## config.mk

```make
export PLATFORM = sky130hd
export DESIGN_NAME = block_rms_db_level_meter
export DESIGN_NICKNAME = d
export VERILOG_FILES = /design/src/hw/rtl/rmsdb_pkg.sv /design/src/hw/rtl/rmsdb_accum.sv /design/src/hw/rtl/rmsdb_log.sv /design/src/hw/rtl/block_rms_db_level_meter.sv
export SDC_FILE = /design/constraint.sdc
export NUM_CORES = 2
export LEC_CHECK = 0
export BUFFER_PORTS_ARGS = -buffer_cell sky130_fd_sc_hd__buf_4
export CAP_MARGIN = 40
export CELL_PAD_IN_SITES_DETAIL_PLACEMENT = 1
export CELL_PAD_IN_SITES_GLOBAL_PLACEMENT = 1
export CORE_ASPECT_RATIO = 1.1
export CORE_UTILIZATION = 45
export DETAILED_ROUTE_END_ITERATION = 10
export PLACE_DENSITY_LB_ADDON = 0.3
export SYNTH_ARGS = -nofsm -noshare
export SYNTH_HDL_FRONTEND = slang
export SYNTH_HIERARCHICAL = 1
export SYNTH_SLANG_ARGS = --single-unit
```

## constraint.sdc

```tcl
create_clock -name clock -period 8.7 [get_ports clock]
set_input_delay 2.175 -clock clock [delete_from_list [all_inputs] [get_ports clock]]
set_output_delay 2.175 -clock clock [all_outputs]
set_load 0.02 [all_outputs]
```

## src/hw/rtl/rmsdb_pkg.sv

```systemverilog
`default_nettype none

package rmsdb_pkg;

   // Block length is a power of two so the mean is a plain shift.
   localparam int BLOCK_LOG2 = 10;
   localparam int BLOCK_LEN  = 1 << BLOCK_LOG2;

   localparam int SAMPLE_W = 16;
   localparam int SQ_W     = 31;                 // square of a 16-bit sample, max 2^30
   localparam int POS_W    = BLOCK_LOG2;
   localparam int SUM_W    = SQ_W + BLOCK_LOG2;
   localparam int MEAN_W   = SUM_W - BLOCK_LOG2; // mean square, max 2^30
   localparam int LEVEL_W  = 11;
   localparam int BAR_W    = 5;
   localparam int COUNT_W  = 16;
   localparam int EXP_W    = 5;
   localparam int FRAC_W   = 16;
   localparam int CNT_W    = $clog2(FRAC_W);
   localparam int L2_W     = EXP_W + FRAC_W;

   localparam logic [POS_W-1:0]   POS_LAST  = POS_W'(BLOCK_LEN - 1);
   localparam logic [LEVEL_W-1:0] THR_RESET = LEVEL_W'(1120);
   localparam logic [COUNT_W-1:0] COUNT_MAX = '1;

   // 160*log10(2) in Q16, rounded
   localparam int LOG_SCALE_W = 22;
   localparam logic [LOG_SCALE_W-1:0] LOG_SCALE_Q16 = LOG_SCALE_W'(3156528);
   localparam int SCALE_PW = L2_W + LOG_SCALE_W;

   // normalize: shift steps 16, 8, 4, 2, 1
   localparam int NORM_TOP = 16;
   localparam logic [CNT_W-1:0] NORM_LAST   = CNT_W'(4);
   localparam logic [CNT_W-1:0] SQUARE_LAST = CNT_W'(FRAC_W - 1);

   // whole dB / 3 as (q * 171) >> 9, exact for q up to 127
   localparam int BAR_Q_W    = LEVEL_W - 4;
   localparam int BAR_RECIP_W = 8;
   localparam logic [BAR_RECIP_W-1:0] BAR_RECIP = BAR_RECIP_W'(171);
   localparam int BAR_SHIFT  = 9;
   localparam int BAR_PW     = BAR_Q_W + BAR_RECIP_W;

   // highest level reachable with 16-bit samples
   localparam logic [LEVEL_W-1:0] LEVEL_MAX = LEVEL_W'(1444);
   localparam logic [BAR_W-1:0]   BAR_MAX   = BAR_W'(30);

   typedef enum logic [4:0] {
      ST_IDLE   = 5'b00001,
      ST_NORM   = 5'b00010,
      ST_SQUARE = 5'b00100,
      ST_SCALE  = 5'b01000,
      ST_DONE   = 5'b10000
   } log_state_type;

   // closed block handed from the accumulator
   typedef struct packed {
      logic              valid;
      logic              clear;   // a restart was seen since the last block closed
      logic [MEAN_W-1:0] mean;
   } block_type;

   // finished level from the log unit
   typedef struct packed {
      logic               valid;
      logic               clear;
      logic [LEVEL_W-1:0] level;
   } level_type;

endpackage

`default_nettype wire

```

## src/hw/rtl/rmsdb_accum.sv

```systemverilog
`default_nettype none

module rmsdb_accum (
   input  wire logic                          clock,
   input  wire logic                          reset,
   input  wire logic                          take,
   input  wire logic signed [rmsdb_pkg::SAMPLE_W-1:0] sample,
   input  wire logic                          restart,
   output      rmsdb_pkg::block_type          block
);
   import rmsdb_pkg::*;

   // input register
   logic                       s1_valid_ff, s1_valid_in;
   logic signed [SAMPLE_W-1:0] s1_sample_ff;
   logic                       s1_restart_ff;

   // square register
   logic                       s2_valid_ff;
   logic [SQ_W-1:0]            s2_sq_ff, s2_sq_in;
   logic                       s2_restart_ff;

   // accumulator
   logic [SUM_W-1:0]           sum_ff, sum_in;
   logic [POS_W-1:0]           pos_ff, pos_in;
   logic                       clr_ff, clr_in;
   block_type                  block_ff, block_in;

   logic signed [2*SAMPLE_W-1:0] sq_full;
   logic [SUM_W-1:0]             sum_base, sum_next;
   logic [POS_W-1:0]             pos_base;

   assign s1_valid_in = take;
   assign sq_full     = s1_sample_ff * s1_sample_ff;
   assign s2_sq_in    = sq_full[SQ_W-1:0];

   always_comb begin
      sum_base = s2_restart_ff ? '0 : sum_ff;
      pos_base = s2_restart_ff ? '0 : pos_ff;
      sum_next = sum_base + SUM_W'(s2_sq_ff);
      sum_in   = sum_ff;
      pos_in   = pos_ff;
      clr_in   = clr_ff;
      block_in = '0;
      if (s2_valid_ff) begin
         if (pos_base == POS_LAST) begin
            sum_in         = '0;
            pos_in         = '0;
            clr_in         = 1'b0;
            block_in.valid = 1'b1;
            block_in.clear = clr_ff | s2_restart_ff;
            block_in.mean  = sum_next[SUM_W-1:BLOCK_LOG2];
         end else begin
            sum_in = sum_next;
            pos_in = pos_base + POS_W'(1);
            clr_in = clr_ff | s2_restart_ff;
         end
      end
   end

   always_ff @(posedge clock) begin
      if (reset) begin
         s1_valid_ff <= 1'b0;
         s2_valid_ff <= 1'b0;
         sum_ff      <= '0;
         pos_ff      <= '0;
         clr_ff      <= 1'b0;
         block_ff    <= '0;
      end else begin
         s1_valid_ff <= s1_valid_in;
         s2_valid_ff <= s1_valid_ff;
         sum_ff      <= sum_in;
         pos_ff      <= pos_in;
         clr_ff      <= clr_in;
         block_ff    <= block_in;
      end
   end

   always_ff @(posedge clock) begin
      if (take) begin
         s1_sample_ff  <= sample;
         s1_restart_ff <= restart;
      end
      s2_sq_ff      <= s2_sq_in;
      s2_restart_ff <= s1_restart_ff;
   end

   assign block = block_ff;

endmodule

`default_nettype wire

```

## src/hw/rtl/rmsdb_log.sv

```systemverilog
`default_nettype none

module rmsdb_log (
   input  wire logic                        clock,
   input  wire logic                        reset,
   input  wire logic                        start,
   input  wire logic                        start_clear,
   input  wire logic [rmsdb_pkg::MEAN_W-1:0] start_mean,
   output      logic                        idle,
   output      rmsdb_pkg::level_type        result,
   input  wire logic                        ack
);
   import rmsdb_pkg::*;

   log_state_type        state_ff, state_in;
   logic [MEAN_W-1:0]    x_ff, x_in;
   logic [EXP_W-1:0]     sh_ff, sh_in;
   logic [FRAC_W-1:0]    frac_ff, frac_in;
   logic [CNT_W-1:0]     cnt_ff, cnt_in;
   logic [LEVEL_W-1:0]   level_ff, level_in;
   logic                 clear_ff, clear_in;

   logic [EXP_W-1:0]     norm_size;
   logic                 top_zero;
   logic [2*MEAN_W-1:0]  sq_prod;
   logic [MEAN_W:0]      sq_top;
   logic [EXP_W-1:0]     expo;
   logic [L2_W-1:0]      l2;
   logic [SCALE_PW-1:0]  scale_prod;

   assign norm_size  = EXP_W'(NORM_TOP >> cnt_ff);
   assign top_zero   = (x_ff >> (EXP_W'(MEAN_W) - norm_size)) == '0;
   assign sq_prod    = (2*MEAN_W)'(x_ff) * (2*MEAN_W)'(x_ff);
   assign sq_top     = sq_prod[2*MEAN_W-1 -: MEAN_W+1];   // (x*x) >> 30
   assign expo       = EXP_W'(MEAN_W - 1) - sh_ff;
   assign l2         = {expo, frac_ff};
   assign scale_prod = SCALE_PW'(l2) * SCALE_PW'(LOG_SCALE_Q16);

   always_comb begin
      state_in = state_ff;
      x_in     = x_ff;
      sh_in    = sh_ff;
      frac_in  = frac_ff;
      cnt_in   = cnt_ff;
      level_in = level_ff;
      clear_in = clear_ff;
      case (state_ff)
         ST_IDLE: begin
            if (start) begin
               clear_in = start_clear;
               x_in     = start_mean;
               sh_in    = '0;
               cnt_in   = '0;
               if (start_mean == '0) begin
                  level_in = '0;
                  state_in = ST_DONE;
               end else begin
                  state_in = ST_NORM;
               end
            end
         end
         ST_NORM: begin
            if (top_zero) begin
               x_in  = x_ff << norm_size;
               sh_in = sh_ff + norm_size;
            end
            if (cnt_ff == NORM_LAST) begin
               cnt_in   = '0;
               state_in = ST_SQUARE;
            end else begin
               cnt_in = cnt_ff + CNT_W'(1);
            end
         end
         ST_SQUARE: begin
            frac_in = {frac_ff[FRAC_W-2:0], sq_top[MEAN_W]};
            x_in    = sq_top[MEAN_W] ? sq_top[MEAN_W:1] : sq_top[MEAN_W-1:0];
            if (cnt_ff == SQUARE_LAST) begin
               cnt_in   = '0;
               state_in = ST_SCALE;
            end else begin
               cnt_in = cnt_ff + CNT_W'(1);
            end
         end
         ST_SCALE: begin
            level_in = scale_prod[32 +: LEVEL_W];
            state_in = ST_DONE;
         end
         ST_DONE: begin
            if (ack) begin
               state_in = ST_IDLE;
            end
         end
         default: begin
            state_in = ST_IDLE;
         end
      endcase
   end

   always_ff @(posedge clock) begin
      if (reset) begin
         state_ff <= ST_IDLE;
      end else begin
         state_ff <= state_in;
      end
   end

   always_ff @(posedge clock) begin
      x_ff     <= x_in;
      sh_ff    <= sh_in;
      frac_ff  <= frac_in;
      cnt_ff   <= cnt_in;
      level_ff <= level_in;
      clear_ff <= clear_in;
   end

   assign idle         = (state_ff == ST_IDLE);
   assign result.valid = (state_ff == ST_DONE);
   assign result.clear = clear_ff;
   assign result.level = level_ff;

endmodule

`default_nettype wire

```

## src/hw/rtl/block_rms_db_level_meter.sv

```systemverilog
`default_nettype none

// Channel  Dir  Handshake             Payload
// req      in   req_valid/req_ready   req_sample (s16), req_restart
// rsp      out  rsp_valid/rsp_ready   rsp_level_db_q4, rsp_bar_height, rsp_loud,
//                                     rsp_peak_count, rsp_max_level_db_q4
// csr      in   csr_wr_en             csr_wr_data (loud threshold, 1/16 dB)
//
// One sample per ready cycle; the square-accumulate path is three registers deep.
// A closed block goes to an iterative log unit: a start state, then normalize, squaring
// and scale states, with one 31x31 squarer reused for every squaring step.
// req_ready drops only while a closed block waits for the busy log unit.
// Synchronous active-high reset; threshold resets to 70 dB (1120).
// rsp stall holds the log unit, which then backs up into req_ready.

module block_rms_db_level_meter (
   input  wire logic                                   clock,
   input  wire logic                                   reset,
   input  wire logic                                   req_valid,
   output      logic                                   req_ready,
   input  wire logic signed [rmsdb_pkg::SAMPLE_W-1:0]  req_sample,
   input  wire logic                                   req_restart,
   output      logic                                   rsp_valid,
   input  wire logic                                   rsp_ready,
   output      logic [rmsdb_pkg::LEVEL_W-1:0]          rsp_level_db_q4,
   output      logic [rmsdb_pkg::BAR_W-1:0]            rsp_bar_height,
   output      logic                                   rsp_loud,
   output      logic [rmsdb_pkg::COUNT_W-1:0]          rsp_peak_count,
   output      logic [rmsdb_pkg::LEVEL_W-1:0]          rsp_max_level_db_q4,
   input  wire logic                                   csr_wr_en,
   input  wire logic [rmsdb_pkg::LEVEL_W-1:0]          csr_wr_data
);
   import rmsdb_pkg::*;

   logic [LEVEL_W-1:0]   thr_q_ff;

   block_type            block;
   block_type            pend_ff, pend_in;
   logic                 take;

   logic                 log_idle, log_start, log_ack;
   level_type            log_res;

   // result stage and running statistics
   logic                 rsp_valid_ff, rsp_valid_in;
   logic [LEVEL_W-1:0]   rsp_level_ff;
   logic [BAR_W-1:0]     rsp_bar_ff;
   logic                 rsp_loud_ff;
   logic [COUNT_W-1:0]   rsp_count_ff;
   logic [LEVEL_W-1:0]   rsp_max_ff;

   logic                 epi_ff, epi_in;
   logic [COUNT_W-1:0]   count_ff, count_in;
   logic [LEVEL_W-1:0]   high_ff, high_in;

   logic                 epi_base;
   logic [COUNT_W-1:0]   count_base;
   logic [LEVEL_W-1:0]   high_base;
   logic                 loud;
   logic [BAR_PW-1:0]    bar_prod;
   logic [BAR_W-1:0]     bar;

   // Only one block can be in flight between accept and the pending slot,
   // since blocks close at least BLOCK_LEN transfers apart. A pending block
   // that starts the idle log unit this cycle does not stall the input.
   assign req_ready = ~pend_ff.valid | log_idle;
   assign take      = req_valid & req_ready;

   rmsdb_accum u_accum (
      .clock   (clock),
      .reset   (reset),
      .take    (take),
      .sample  (req_sample),
      .restart (req_restart),
      .block   (block)
   );

   assign log_start = pend_ff.valid & log_idle;

   always_comb begin
      pend_in = pend_ff;
      if (log_start) begin
         pend_in.valid = 1'b0;
      end
      if (block.valid) begin
         pend_in = block;
      end
   end

   rmsdb_log u_log (
      .clock       (clock),
      .reset       (reset),
      .start       (log_start),
      .start_clear (pend_ff.clear),
      .start_mean  (pend_ff.mean),
      .idle        (log_idle),
      .result      (log_res),
      .ack         (log_ack)
   );

   // restart is deferred to the next closed block: stats only show there
   assign log_ack    = log_res.valid & (~rsp_valid_ff | rsp_ready);
   assign epi_base   = log_res.clear ? 1'b0 : epi_ff;
   assign count_base = log_res.clear ? '0 : count_ff;
   assign high_base  = log_res.clear ? '0 : high_ff;
   assign loud       = log_res.level > thr_q_ff;
   assign bar_prod   = BAR_PW'(log_res.level[LEVEL_W-1:4]) * BAR_PW'(BAR_RECIP);
   assign bar        = bar_prod[BAR_SHIFT +: BAR_W];

   always_comb begin
      epi_in       = epi_ff;
      count_in     = count_ff;
      high_in      = high_ff;
      rsp_valid_in = rsp_valid_ff & ~rsp_ready;
      if (log_ack) begin
         rsp_valid_in = 1'b1;
         epi_in       = loud;
         count_in     = count_base;
         if (loud && !epi_base && count_base != COUNT_MAX) begin
            count_in = count_base + COUNT_W'(1);
         end
         high_in = (log_res.level > high_base) ? log_res.level : high_base;
      end
   end

   always_ff @(posedge clock) begin
      if (reset) begin
         thr_q_ff     <= THR_RESET;
         pend_ff      <= '0;
         rsp_valid_ff <= 1'b0;
         epi_ff       <= 1'b0;
         count_ff     <= '0;
         high_ff      <= '0;
      end else begin
         if (csr_wr_en) begin
            thr_q_ff <= csr_wr_data;
         end
         pend_ff      <= pend_in;
         rsp_valid_ff <= rsp_valid_in;
         epi_ff       <= epi_in;
         count_ff     <= count_in;
         high_ff      <= high_in;
      end
   end

   always_ff @(posedge clock) begin
      if (log_ack) begin
         rsp_level_ff <= log_res.level;
         rsp_bar_ff   <= bar;
         rsp_loud_ff  <= loud;
         rsp_count_ff <= count_in;
         rsp_max_ff   <= high_in;
      end
   end

   assign rsp_valid           = rsp_valid_ff;
   assign rsp_level_db_q4     = rsp_level_ff;
   assign rsp_bar_height      = rsp_bar_ff;
   assign rsp_loud            = rsp_loud_ff;
   assign rsp_peak_count      = rsp_count_ff;
   assign rsp_max_level_db_q4 = rsp_max_ff;

endmodule

`default_nettype wire

```

==> impl_metrics.env <==
export IMPL_cts_root_buf="clkbuf_16"
export IMPL_drive_above_1_share=0.0605
export IMPL_period_needed_ps=8510
export IMPL_maxCapViolations=0
export IMPL_status="finished, final reports clean"
export IMPL_wl_mm=170
export IMPL_drc_errors=0
export IMPL_cpMaxStageDelayCell="edfxtp_1"
export IMPL_gp_congestion=0.902
export IMPL_fp_dieH_um=379
export IMPL_nets=7980
export IMPL_hp_start="u_accum/s1_restart_ff"
export IMPL_area_growth_pct=7.73
export IMPL_post_place_ws_ps=-137
export IMPL_synth_edf_count=129
export IMPL_cpPeakStageDelay_ps=630
export IMPL_syn_num_nets=7953
export IMPL_grt_usage=0.268
export IMPL_antenna_found_initial=1
export IMPL_vias=43100
export IMPL_pin_count=79
export IMPL_met3_length_mm=5.18
export IMPL_synth_common_cells="inv_1 (1,493), fa_1 (1,058), ha_1 (624)"
export IMPL_synth_area_leaders="fa_1 (36%), ha_1 (13%), inv_1 (9.6%)"
export IMPL_min_delay_path_depth=0
export IMPL_grt_max_degree=69
export IMPL_reg2reg_depth=25
export IMPL_yosysUniqueCellTypes=102
export IMPL_slew_headroom=0.373
export IMPL_synth_most_common_cell="inv_1"
export IMPL_clk_latency_ps=610
export IMPL_routedLengthMet1_mm=66.9
export IMPL_setup_violations=0
export IMPL_drtAntennaViolNets=0
export IMPL_synth_xor_area_frac=0.0254
export IMPL_cts_sinks=325
export IMPL_cts_buffers=41
export IMPL_wl_per_cell_um=21.3
export IMPL_yosysSeqAreaShare=0.134
export IMPL_io_buffers=78
export IMPL_ys_warn_count=6
export IMPL_critPathLaunchType="flip-flop"
export IMPL_start_util=0.456
export IMPL_maxUsedRoutingLayer="met4"
export IMPL_firstDrtPassIters=5
export IMPL_core_um2=127000
export IMPL_path_max_fanout=15
export IMPL_cts_hold_buf=0
export IMPL_tightest_slew_ps=928
export IMPL_r2r_start="u_log/x_ff[17]"
export IMPL_synth_adder_area_share=0.499
export IMPL_placed_cells=7866
export IMPL_fin_ws_ps=191
export IMPL_hold_viol=0
export IMPL_rows=137
export IMPL_syn_avg_cell_area_um2=9.31
export IMPL_startpoint="u_log/x_ff[17]"
export IMPL_finalCritPeriodShare=0.978
export IMPL_overflow=0
export IMPL_min_path_type="reg2reg"
export IMPL_die_area_um2=130000
export IMPL_synthArstFlopShare=0
export IMPL_clockBufferDepth=3
export IMPL_rsz0062_at_grt="no"
export IMPL_grt_first_pass_wirelength_mm=271
export IMPL_max_freq_mhz=118
export IMPL_ys_ff_latch=325
export IMPL_synth_ff_type="dfxtp_1"
export IMPL_netlist_instances=6238
export IMPL_r2r_slack_ps=190
export IMPL_antennaDiodeCount=0
export IMPL_vias_per_cell=5.42
export IMPL_critPathKind="reg2reg"
export IMPL_worstPathRequired_ps=9050
export IMPL_netlist_area_um2=58100
export IMPL_timing_critical_path_mode_cell="fa_1"
export IMPL_critical_path_endpoint_type="flip-flop"
export IMPL_synthSimpleGateAreaFrac=0.124
export IMPL_place_hpwl_mm=140
export IMPL_cts_tree="yes"
export IMPL_synth_top_area_share=0.365
export IMPL_grt_pass1_vias=49400
export IMPL_clock_skew_ps=33.2
export IMPL_synth_compound_area_frac=0.0812
export IMPL_stdcell_count=7966
export IMPL_yosysTopAreaCell="fa_1"
export IMPL_drv_slew=0
export IMPL_nFillCells=14600
export IMPL_clk_pin_slew_ps=60
export IMPL_synth_mux_area_frac=0.0220
export IMPL_drt_iter0_markers=2129
export IMPL_synth_top_family_by_area="adder cells"
export IMPL_cp_data_arrival_time_ps=8860
export IMPL_h_tree_depth=2
export IMPL_die_x_um=345
export IMPL_routed_wl_met2_mm=91.0
[final timing paths]
path	to
min	u_accum/s2_restart_ff
max reg2reg	u_log/x_ff[27]
max	u_log/x_ff[27]
min reg2reg	u_accum/s2_restart_ff
[registers in the layout, indices dropped and copies added (netlist names), 4 cells and up]
| name | flops |
|---|---|
| u_accum/sum_ff | 41 |
| pend_ff | 33 |
| u_accum/block | 33 |
| u_log/x_ff | 31 |
| u_accum/s2_sq_ff | 30 |
| count_ff | 16 |
| rsp_peak_count | 16 |
| u_accum/s1_sample_ff | 16 |
| u_log/frac_ff | 16 |
| high_ff | 11 |
| rsp_level_db_q4 | 11 |
| rsp_max_level_db_q4 | 11 |
| thr_q_ff | 11 |
| u_log/level_ff | 11 |
| u_accum/pos_ff | 10 |
| rsp_bar_height | 5 |
| u_log/sh_ff | 5 |
| u_log/state_ff | 5 |
| u_log/cnt_ff | 4 |
[area by class of cell]
type / instances / area [um2] / share of cell area
multi-input cells: 4177 / 43700 / 0.699
flip-flops and latches: 325 / 7800 / 0.125
inverters: 1499 / 5630 / 0.0900
well taps: 1668 / 2090 / 0.0334
repair buffers: 221 / 1950 / 0.0311
clock buffers: 48 / 1100 / 0.0176
clock inverters: 28 / 280 / 0.00448
[layout by cell type (no fill, tap or decap), drive strengths merged, types with 48 or more instances in the layout]
cell type and n:
xnor2 104, and2 251, fa 1058, inv 1501, dfxtp 196, nor2b 57
edfxtp 129, ha 624, mux2i 104, a21oi 241, o21ai 119, nand2 558
buf 221, nor2 313, xor2 62, clkbuf 48, a21o 68, nand3 91
[routing by layer]
layer	up-vias	GRT usage
met2	860	0.501
met3	347	0.0221
met4	0	0.0959
li1	19500	-
met1	22500	0.316
met5	-	0
[stage by stage]
stage | setup TNS, ps | area, um2 | utilization | hold slack [ps]
floorplan | 0 | 58100 | - | 323
global placement | 0 | 60800 | 0.477 | 373
detailed placement | -492 | 60900 | 0.478 | 381
CTS | 0 | 62400 | 0.490 | 396
global route | 0 | 62600 | 0.491 | 413
finish | 0 | 62600 | 0.491 | 405
[cells by family after synthesis]
family / count (synthesis)
buf+inv: 1736
fa+ha+maj: 1682
simple gates: 1495
compound gates: 712
flops: 325
xor+xnor: 166
mux: 122
[critical path: cells and delay by family, from the launching register on]
family | cells | cell delay, ps
flip-flops | 1 | 630
adder cells (fa/ha/maj) | 9 | 4470
AO/OA/AOI/OAI | 4 | 850
buffers and inverters | 6 | 810
AND/OR/NAND/NOR | 5 | 1390
XOR/XNOR | 1 | 110
[timing repair]
action,CTS,global route
pin swaps,0,1
endpoints found under the setup margin,8,23
setup buffers,11,13
resized for setup,0,9
Power is not shown: default switching activity piles up to over one toggle a cycle in this logic, so the estimate is an artifact.
